File: src/rtl/sdes_pkg.sv
`timescale 1ns / 1ps

package sdes_pkg;

    localparam int FULL_SCALE = 1000;

    localparam int IN_W    = 12;
    localparam int DZ_W    = 10;
    localparam int EXPO_W  = 16;
    localparam int OUT_W   = 17;
    localparam int CFG_W   = 16;
    localparam int IDX_W   = 1;

    localparam int FRAC_BITS = 15;
    localparam int Q_W       = FRAC_BITS + 1;
    localparam int MAG_W     = $clog2(FULL_SCALE + 1);
    localparam int EXT_W     = ((IN_W > MAG_W) ? IN_W : MAG_W) + 2;

    localparam logic [Q_W-1:0] Q15_ONE = Q_W'(32'd1 << FRAC_BITS);

    localparam logic [IDX_W-1:0] REG_DEAD_ZONE   = IDX_W'(0);
    localparam logic [IDX_W-1:0] REG_EXPO_WEIGHT = IDX_W'(1);

    typedef struct packed {
        logic neg;
        logic zero;
    } t_side;

endpackage

File: src/rtl/sdes_div.sv
`timescale 1ns / 1ps

module sdes_div (
    input  logic                           i_clk,
    input  logic                           i_rst_n,
    input  logic                           i_valid,
    output logic                           o_ready,
    input  logic [sdes_pkg::MAG_W-1:0]     i_rem,
    input  logic [sdes_pkg::MAG_W-1:0]     i_den,
    input  logic [sdes_pkg::Q_W-1:0]       i_q,
    input  sdes_pkg::t_side                i_side,
    output logic                           o_valid,
    input  logic                           i_ready,
    output logic [sdes_pkg::Q_W-1:0]       o_q,
    output sdes_pkg::t_side                o_side
);

    localparam int BPS    = 5;
    localparam int STAGES = (sdes_pkg::FRAC_BITS + BPS - 1) / BPS;
    localparam int MW     = sdes_pkg::MAG_W;
    localparam int QW     = sdes_pkg::Q_W;

    logic                r_vld  [STAGES];
    logic [MW-1:0]       r_rem  [STAGES];
    logic [MW-1:0]       r_den  [STAGES];
    logic [QW-1:0]       r_q    [STAGES];
    sdes_pkg::t_side     r_side [STAGES];
    logic                w_rdy  [STAGES];

    genvar s;
    generate
        for (s = 0; s < STAGES; s++) begin : g_stage
            logic            w_vin;
            logic [MW-1:0]   w_rin;
            logic [MW-1:0]   w_din;
            logic [QW-1:0]   w_qin;
            sdes_pkg::t_side w_sin;
            logic [MW-1:0]   n_rem;
            logic [QW-1:0]   n_q;

            if (s == 0) begin : g_first
                assign w_vin = i_valid;
                assign w_rin = i_rem;
                assign w_din = i_den;
                assign w_qin = i_q;
                assign w_sin = i_side;
            end else begin : g_next
                assign w_vin = r_vld[s-1];
                assign w_rin = r_rem[s-1];
                assign w_din = r_den[s-1];
                assign w_qin = r_q[s-1];
                assign w_sin = r_side[s-1];
            end

            if (s == STAGES - 1) begin : g_last_rdy
                assign w_rdy[s] = !r_vld[s] || i_ready;
            end else begin : g_mid_rdy
                assign w_rdy[s] = !r_vld[s] || w_rdy[s+1];
            end

            always_comb begin
                logic [MW:0] t;
                n_rem = w_rin;
                n_q   = w_qin;
                for (int j = 0; j < BPS; j++) begin
                    if (s * BPS + j < sdes_pkg::FRAC_BITS) begin
                        t = {n_rem, 1'b0};
                        if (t >= {1'b0, w_din}) begin
                            n_rem = MW'(t - {1'b0, w_din});
                            n_q   = {n_q[QW-2:0], 1'b1};
                        end else begin
                            n_rem = t[MW-1:0];
                            n_q   = {n_q[QW-2:0], 1'b0};
                        end
                    end
                end
            end

            always_ff @(posedge i_clk) begin
                if (!i_rst_n) begin
                    r_vld[s] <= 1'b0;
                end else if (w_rdy[s]) begin
                    r_vld[s] <= w_vin;
                end
            end

            always_ff @(posedge i_clk) begin
                if (w_rdy[s]) begin
                    r_rem[s]  <= n_rem;
                    r_den[s]  <= w_din;
                    r_q[s]    <= n_q;
                    r_side[s] <= w_sin;
                end
            end
        end
    endgenerate

    assign o_ready = w_rdy[0];
    assign o_valid = r_vld[STAGES-1];
    assign o_q     = r_q[STAGES-1];
    assign o_side  = r_side[STAGES-1];

endmodule

File: src/rtl/stick_deadband_expo_shaper_core.sv
`timescale 1ns / 1ps
// channel   dir  handshake                  payload
// s_axis    in   i_s_axis_tvalid/o_..tready  tdata[11:0] stick_raw
// m_axis    out  o_m_axis_tvalid/i_..tready  tdata[16:0] shaped_out
// cfg       in   i_cfg_valid/o_cfg_ready     index 0 dead_zone, 1 expo_weight
//
// One word per cycle sustained while m_axis is ready; the path from s_axis accept to the
// earliest m_axis accept runs through prep, three 5-bit divider stages, three multiplier stages, output.
// Synchronous active-low reset clears all valid bits and the two registers.
// A stall on m_axis holds the output word and backs up stage by stage; bubbles
// close up, so s_axis stays ready while any stage ahead is empty.

module stick_deadband_expo_shaper_core (
    input  logic        i_clk,
    input  logic        i_rst_n,
    input  logic        i_s_axis_tvalid,
    output logic        o_s_axis_tready,
    input  logic [15:0] i_s_axis_tdata,   // [11:0] stick_raw
    output logic        o_m_axis_tvalid,
    input  logic        i_m_axis_tready,
    output logic [23:0] o_m_axis_tdata,   // [16:0] shaped_out
    input  logic        i_cfg_valid,
    output logic        o_cfg_ready,
    input  logic [sdes_pkg::IDX_W-1:0] i_cfg_index,
    input  logic [sdes_pkg::CFG_W-1:0] i_cfg_data
);

    localparam int MW = sdes_pkg::MAG_W;
    localparam int QW = sdes_pkg::Q_W;
    localparam int EW = sdes_pkg::EXT_W;
    localparam int FB = sdes_pkg::FRAC_BITS;
    localparam logic signed [EW-1:0] FS_POS = EW'(sdes_pkg::FULL_SCALE);
    localparam logic signed [EW-1:0] FS_NEG = -EW'(sdes_pkg::FULL_SCALE);
    localparam logic [MW-1:0] FS_MAG = MW'(sdes_pkg::FULL_SCALE);
    localparam logic [MW-1:0] DB_MAX = MW'(sdes_pkg::FULL_SCALE - 1);

    logic [sdes_pkg::DZ_W-1:0]   r_dead_zone;
    logic [sdes_pkg::EXPO_W-1:0] r_expo_weight;

    assign o_cfg_ready = 1'b1;

    always_ff @(posedge i_clk) begin
        if (!i_rst_n) begin
            r_dead_zone   <= '0;
            r_expo_weight <= '0;
        end else if (i_cfg_valid) begin
            case (i_cfg_index)
                sdes_pkg::REG_DEAD_ZONE:   r_dead_zone   <= i_cfg_data[sdes_pkg::DZ_W-1:0];
                sdes_pkg::REG_EXPO_WEIGHT: r_expo_weight <= i_cfg_data;
                default: ;
            endcase
        end
    end

    // clamped config
    logic [MW-1:0] w_db;
    logic [QW-1:0] w_e;
    logic [QW-1:0] w_one_m_e;

    always_comb begin
        if (32'(r_dead_zone) > 32'(DB_MAX)) begin
            w_db = DB_MAX;
        end else begin
            w_db = MW'(r_dead_zone);
        end
        if (r_expo_weight > sdes_pkg::Q15_ONE) begin
            w_e = sdes_pkg::Q15_ONE;
        end else begin
            w_e = r_expo_weight;
        end
        w_one_m_e = sdes_pkg::Q15_ONE - w_e;
    end

    // ready chain
    logic w_p_rdy, w_div_rdy, w_m1_rdy, w_m2_rdy, w_m3_rdy, w_out_rdy;
    logic r_p_vld, r_m1_vld, r_m2_vld, r_m3_vld, r_out_vld;
    logic w_d_vld;

    assign w_out_rdy = !r_out_vld || i_m_axis_tready;
    assign w_m3_rdy  = !r_m3_vld  || w_out_rdy;
    assign w_m2_rdy  = !r_m2_vld  || w_m3_rdy;
    assign w_m1_rdy  = !r_m1_vld  || w_m2_rdy;
    assign w_p_rdy   = !r_p_vld   || w_div_rdy;

    assign o_s_axis_tready = w_p_rdy;

    // prep: saturate, magnitude, dead zone, first quotient bit
    logic [MW-1:0]   r_p_rem, r_p_den, n_p_rem, n_p_den;
    logic [QW-1:0]   r_p_q, n_p_q;
    sdes_pkg::t_side r_p_side, n_p_side;

    always_comb begin
        logic signed [EW-1:0] x;
        logic signed [EW-1:0] a;
        logic [MW-1:0]        mag;
        logic [MW-1:0]        num;
        x = EW'($signed(i_s_axis_tdata[sdes_pkg::IN_W-1:0]));
        if (x > FS_POS) begin
            x = FS_POS;
        end else if (x < FS_NEG) begin
            x = FS_NEG;
        end
        n_p_side.neg = x < 0;
        a   = n_p_side.neg ? -x : x;
        mag = a[MW-1:0];
        n_p_side.zero = mag < w_db;
        num     = mag - w_db;
        n_p_den = FS_MAG - w_db;
        if (num >= n_p_den) begin
            n_p_q   = QW'(1);
            n_p_rem = num - n_p_den;
        end else begin
            n_p_q   = '0;
            n_p_rem = num;
        end
    end

    always_ff @(posedge i_clk) begin
        if (!i_rst_n) begin
            r_p_vld <= 1'b0;
        end else if (w_p_rdy) begin
            r_p_vld <= i_s_axis_tvalid;
        end
    end

    always_ff @(posedge i_clk) begin
        if (w_p_rdy) begin
            r_p_rem  <= n_p_rem;
            r_p_den  <= n_p_den;
            r_p_q    <= n_p_q;
            r_p_side <= n_p_side;
        end
    end

    // fraction m
    logic [QW-1:0]   w_d_q;
    sdes_pkg::t_side w_d_side;

    sdes_div u_div (
        .i_clk   (i_clk),
        .i_rst_n (i_rst_n),
        .i_valid (r_p_vld),
        .o_ready (w_div_rdy),
        .i_rem   (r_p_rem),
        .i_den   (r_p_den),
        .i_q     (r_p_q),
        .i_side  (r_p_side),
        .o_valid (w_d_vld),
        .i_ready (w_m1_rdy),
        .o_q     (w_d_q),
        .o_side  (w_d_side)
    );

    // m1: m^2 and linear term
    logic [QW-1:0]   r_m1_m, r_m1_m2, r_m1_wl;
    sdes_pkg::t_side r_m1_side;
    logic [2*QW-1:0] w_p_mm, w_p_lin;

    assign w_p_mm  = (2*QW)'(w_d_q) * (2*QW)'(w_d_q);
    assign w_p_lin = (2*QW)'(w_one_m_e) * (2*QW)'(w_d_q);

    always_ff @(posedge i_clk) begin
        if (!i_rst_n) begin
            r_m1_vld <= 1'b0;
        end else if (w_m1_rdy) begin
            r_m1_vld <= w_d_vld;
        end
    end

    always_ff @(posedge i_clk) begin
        if (w_m1_rdy) begin
            r_m1_m    <= w_d_q;
            r_m1_m2   <= w_p_mm[FB+QW-1:FB];
            r_m1_wl   <= w_p_lin[FB+QW-1:FB];
            r_m1_side <= w_d_side;
        end
    end

    // m2: m^3
    logic [QW-1:0]   r_m2_m3, r_m2_wl;
    sdes_pkg::t_side r_m2_side;
    logic [2*QW-1:0] w_p_m3;

    assign w_p_m3 = (2*QW)'(r_m1_m2) * (2*QW)'(r_m1_m);

    always_ff @(posedge i_clk) begin
        if (!i_rst_n) begin
            r_m2_vld <= 1'b0;
        end else if (w_m2_rdy) begin
            r_m2_vld <= r_m1_vld;
        end
    end

    always_ff @(posedge i_clk) begin
        if (w_m2_rdy) begin
            r_m2_m3   <= w_p_m3[FB+QW-1:FB];
            r_m2_wl   <= r_m1_wl;
            r_m2_side <= r_m1_side;
        end
    end

    // m3: cubic term
    logic [QW-1:0]   r_m3_we, r_m3_wl;
    sdes_pkg::t_side r_m3_side;
    logic [2*QW-1:0] w_p_cub;

    assign w_p_cub = (2*QW)'(w_e) * (2*QW)'(r_m2_m3);

    always_ff @(posedge i_clk) begin
        if (!i_rst_n) begin
            r_m3_vld <= 1'b0;
        end else if (w_m3_rdy) begin
            r_m3_vld <= r_m2_vld;
        end
    end

    always_ff @(posedge i_clk) begin
        if (w_m3_rdy) begin
            r_m3_we   <= w_p_cub[FB+QW-1:FB];
            r_m3_wl   <= r_m2_wl;
            r_m3_side <= r_m2_side;
        end
    end

    // out: blend, cap, sign
    logic [sdes_pkg::OUT_W-1:0] r_out_data, n_out_data;

    always_comb begin
        logic [QW:0] sum;
        sum = {1'b0, r_m3_wl} + {1'b0, r_m3_we};
        if (sum > {1'b0, sdes_pkg::Q15_ONE}) begin
            sum = {1'b0, sdes_pkg::Q15_ONE};
        end
        if (r_m3_side.zero) begin
            n_out_data = '0;
        end else if (r_m3_side.neg) begin
            n_out_data = sdes_pkg::OUT_W'(-sum);
        end else begin
            n_out_data = sdes_pkg::OUT_W'(sum);
        end
    end

    always_ff @(posedge i_clk) begin
        if (!i_rst_n) begin
            r_out_vld <= 1'b0;
        end else if (w_out_rdy) begin
            r_out_vld <= r_m3_vld;
        end
    end

    always_ff @(posedge i_clk) begin
        if (w_out_rdy) begin
            r_out_data <= n_out_data;
        end
    end

    assign o_m_axis_tvalid = r_out_vld;
    assign o_m_axis_tdata  = {(24 - sdes_pkg::OUT_W)'(0), r_out_data};

endmodule

File: config.mk
export PLATFORM = sky130hd
export DESIGN_NAME = stick_deadband_expo_shaper_core
export DESIGN_NICKNAME = d
export VERILOG_FILES = /design/src/rtl/sdes_pkg.sv /design/src/rtl/sdes_div.sv /design/src/rtl/stick_deadband_expo_shaper_core.sv
export SDC_FILE = /design/constraint.sdc
export NUM_CORES = 2
export LEC_CHECK = 0
export BUFFER_PORTS_ARGS = -buffer_cell sky130_fd_sc_hd__buf_2
export CAP_MARGIN = 0
export CORE_MARGIN = 4
export CORE_UTILIZATION = 55
export CTS_CLUSTER_DIAMETER = 30
export DETAILED_ROUTE_END_ITERATION = 7
export PLACE_DENSITY_LB_ADDON = 0.2
export SYNTH_ARGS = -nofsm -noshare
export SYNTH_HDL_FRONTEND = slang
export SYNTH_SLANG_ARGS = --single-unit
export TNS_END_PERCENT = 30
File: constraint.sdc
create_clock -name i_clk -period 24.3 [get_ports i_clk]
set_input_delay 1.215 -clock i_clk [delete_from_list [all_inputs] [get_ports i_clk]]
set_output_delay 1.215 -clock i_clk [all_outputs]
set_load 0.05 [all_outputs]
==> implementation parameters <==
Parameter                              Value

Synth
  Warnings from Yosys    0
  Number of enable flip-flop cells after synthesis    239
  Sequential-to-total area share from yosys stat    16.04%
  Synth Instances    5281
  Area share of the largest cell type after synthesis    30.60%
  Number of synthesized register bits    271
  Biggest area consumer among synthesized cells    sky130_fd_sc_hd__fa_1
  Cell area after synthesis    48740 um^2
  Average instance area after synthesis    9.229 um^2
  Count of cell types in the netlist    91
  FFs w/ async S/R, synth    0%
  Most area-consuming cells after synthesis    sky130_fd_sc_hd__fa_1 (31%), sky130_fd_sc_hd__edfxtp_1 (15%), sky130_fd_sc_hd__ha_1 (15%)
  Top FF cell, synth    sky130_fd_sc_hd__edfxtp_1

Critical path
  Largest stage delay on the critical path    0.62 ns
  Critical Path Slowest Stage Cell    sky130_fd_sc_hd__mux2i_2
  Worst path most repeated cell    sky130_fd_sc_hd__o21ai_0
  Endpoint kind of the worst setup timing path    flip-flop
  CP Data Required Time    24.66 ns
  Startpoint Class    flip-flop
  Setup slack, reg-to-reg    10.52 ns
  Critical path class    reg2reg
  Arrival time at the worst endpoint    14.13 ns
  Crit path max-delay family    compound AO/OA/AOI/OAI gates
  Buf/Inv on CP    2
  Maximum net fanout on the critical path    15

Clock network
  Number of gates resized after CTS    0
  Number of clock sinks seen by CTS    271
  Setup fix buffers added after clock tree synthesis    0
  H-tree depth reported by CTS    2
  Insertion delay of the later-clocked pin in the worst-skew pair    0.62 ns
  Root buffer cell    sky130_fd_sc_hd__clkbuf_16
  TritonCTS Buffers    59
  Clock transition at path regs    0.06 ns
  Hold-fix buffers, CTS    0
  CTS tree    yes
  Clk buf depth    3

Cells and area
  N_diodes    0
  Area growth, synth to finish    7.126%
  Proportion of layout cells with a drive suffix above 1    6.404%
  Total Nets Final    6624
  Register area    7819 um^2
  Post-layout instance count excluding filler cells    6480
  Final core occ    59.81%
  Footprint of the multi-input gates    36400 um^2
  Filler cells    7617

STA
  Final max-slew violation count    0
  Worst Clk Skew    0.03561 ns
  Hold slack final    0.4120 ns
  Fmax    72.59 MHz
  Final sum of negative setup slack    0 ns
  Least-Margin Pin Slew    1.209 ns
  Count of endpoints failing setup in the final report    0
  Final critical-path share of the clock period    56.69%
  Period minus WS final    13.78 ns
  RSZ-0062 raised after global routing    no
  Number of endpoints with negative hold slack in the final report    0
  Max_slew headroom    19.03%

Drt
  Initial DRC count    2200
  Number of search-and-repair iterations in the first detailed-routing pass    5
  Post-detailed-route count of antenna-violating nets    0
  Vias per Instance    5.514
  Via Count    35730
  Post-detailed-route DRC marker count    0
  Routed wire per std cell    18.18 um
  WL final    117800 um

Die
  Initial core utilization    55.84%
  Placeable core area    87290 um^2
  Vert. Die Dim    305.7 um
  Row Count    108
  Number of placed I/O pins    65
  Die Footprint    93450 um^2
  Width of the die    305.7 um

Hold path
  Worst Hold Class    reg2reg

GRT
  Global-route wire length before repair    195500 um
  Maximum number of pins on one net before global-route repair    51
  Vias in the first global route    37800
  Gr ovfl total    0
  Total global-route track usage    25.83%
  Number of antenna violations at the first check in global routing    2

Placed design
  Estimated wirelength of the detail-placed design    90570 um
  Post-Place Cells    6370
  GPL Wtd Cong    0.8726
  Quantity of I/O buffers inserted on ports    52

Run status
  Status    finished, final reports clean

Flow run
  Count of max-cap constraint violations    0
-- final timing paths --
path	end	start	cells past startpoint
setup / recovery	u_div.r_rem[0][8]	r_p_den[1]	53
hold / removal	u_div.r_q[0][38]	u_div.r_q[0][17]	0
hold reg to reg	u_div.r_q[0][38]	u_div.r_q[0][17]	0
setup reg to reg	u_div.r_rem[0][8]	r_p_den[1]	53
-- cell usage after synthesis, types with 40 or more instances --
master and instances:
sky130_fd_sc_hd__edfxtp_1 239, sky130_fd_sc_hd__xnor2_1 153, sky130_fd_sc_hd__nand3_1 40, sky130_fd_sc_hd__inv_1 1013
sky130_fd_sc_hd__nand2_1 716, sky130_fd_sc_hd__xor2_1 55, sky130_fd_sc_hd__a21boi_0 42, sky130_fd_sc_hd__mux2_2 58
sky130_fd_sc_hd__nor2b_1 66, sky130_fd_sc_hd__nor3_1 77, sky130_fd_sc_hd__a21o_1 71, sky130_fd_sc_hd__ha_1 565
sky130_fd_sc_hd__o21a_1 58, sky130_fd_sc_hd__o21ai_0 116, sky130_fd_sc_hd__and3_1 58, sky130_fd_sc_hd__fa_1 745
sky130_fd_sc_hd__a21oi_1 158, sky130_fd_sc_hd__clkbuf_1 161, sky130_fd_sc_hd__nor2_1 231, sky130_fd_sc_hd__and2_1 289
-- through the flow --
stage / setup WS, ns / instance area, um^2
2_1_floorplan: 13.06 / 48760
3_3_place_gp: 10.88 / 50210
3_5_place_dp: 10.67 / 50210
4_1_cts: 10.58 / 52210
5_1_grt: 9.434 / 52210
6_report: 10.52 / 52210
-- registers in the layout, summed over array words and instances, names as in the netlist, 2 cells and up --
register and count:
r_m1_m 16, r_m1_side 2, r_m1_m2 16, r_m3_we 16, u_div.r_q 33, r_dead_zone 10
r_m2_side 2, r_p_rem 10, r_p_den 10, r_m2_wl 16, r_m2_m3 16, r_m1_wl 16
r_m3_side 2, u_div.r_vld 3, r_out_data 17, r_expo_weight 16, u_div.r_side 6, r_p_side 2
r_m3_wl 16, u_div.r_rem 20, u_div.r_den 20
-- per-layer routing --
metal / GRT usage [%] / wire length (um) / vias up
li1: - / - / 16750
met1: 34.44 / 50130 / 17720
met2: 44.44 / 57410 / 1031
met3: 3.122 / 6594 / 235
met4: 7.849 / 3652 / 2
met5: 0 / 18 / -
-- placed cells by master, fill, tap and decap left out, types with 53 or more instances in the layout --
cell type / instances
sky130_fd_sc_hd__a21o_1: 71
sky130_fd_sc_hd__a21oi_1: 158
sky130_fd_sc_hd__and2_1: 289
sky130_fd_sc_hd__and3_1: 58
sky130_fd_sc_hd__buf_4: 60
sky130_fd_sc_hd__clkbuf_16: 59
sky130_fd_sc_hd__edfxtp_1: 239
sky130_fd_sc_hd__fa_1: 745
sky130_fd_sc_hd__ha_1: 565
sky130_fd_sc_hd__inv_1: 1012
sky130_fd_sc_hd__mux2_2: 58
sky130_fd_sc_hd__nand2_1: 716
sky130_fd_sc_hd__nor2_1: 230
sky130_fd_sc_hd__nor2b_1: 64
sky130_fd_sc_hd__nor3_1: 77
sky130_fd_sc_hd__o21a_1: 58
sky130_fd_sc_hd__o21ai_0: 116
sky130_fd_sc_hd__xnor2_1: 153
sky130_fd_sc_hd__xor2_1: 53
-- worst reg2reg max path, delay by kind of cell, from the launching register on --
family / cells / cell delay (ns)
simple gates: 10 / 2.12
buf+inv: 2 / 0.32
compound gates: 32 / 7.41
mux: 4 / 1.48
fa+ha+maj: 5 / 1.66
flops: 1 / 0.57
-- final cells by class --
| class | count | share of cell area, % |
|---|---|---|
| Clock buffer | 67 | 2.904 |
| Clock inverter | 43 | 0.9346 |
| Inverter | 1019 | 7.335 |
| Multi-Input combinational cell | 3813 | 69.72 |
| Sequential cell | 271 | 14.97 |
| Tap cell | 1155 | 2.768 |
| Timing Repair Buffer | 112 | 1.361 |
-- cell families after synthesis --
family	Yosys count	synth area share, %
other cells	2	0.01541
buf+inv	1203	9.390
simple gates	1609	15.60
xor+xnor	208	3.738
flops	271	16.04
compound gates	595	8.076
mux	83	2.038
fa+ha+maj	1310	45.10
Power is left out: the tool's default activity adds up to more than one toggle a clock period on the data nets, which glitch-free logic cannot reach.
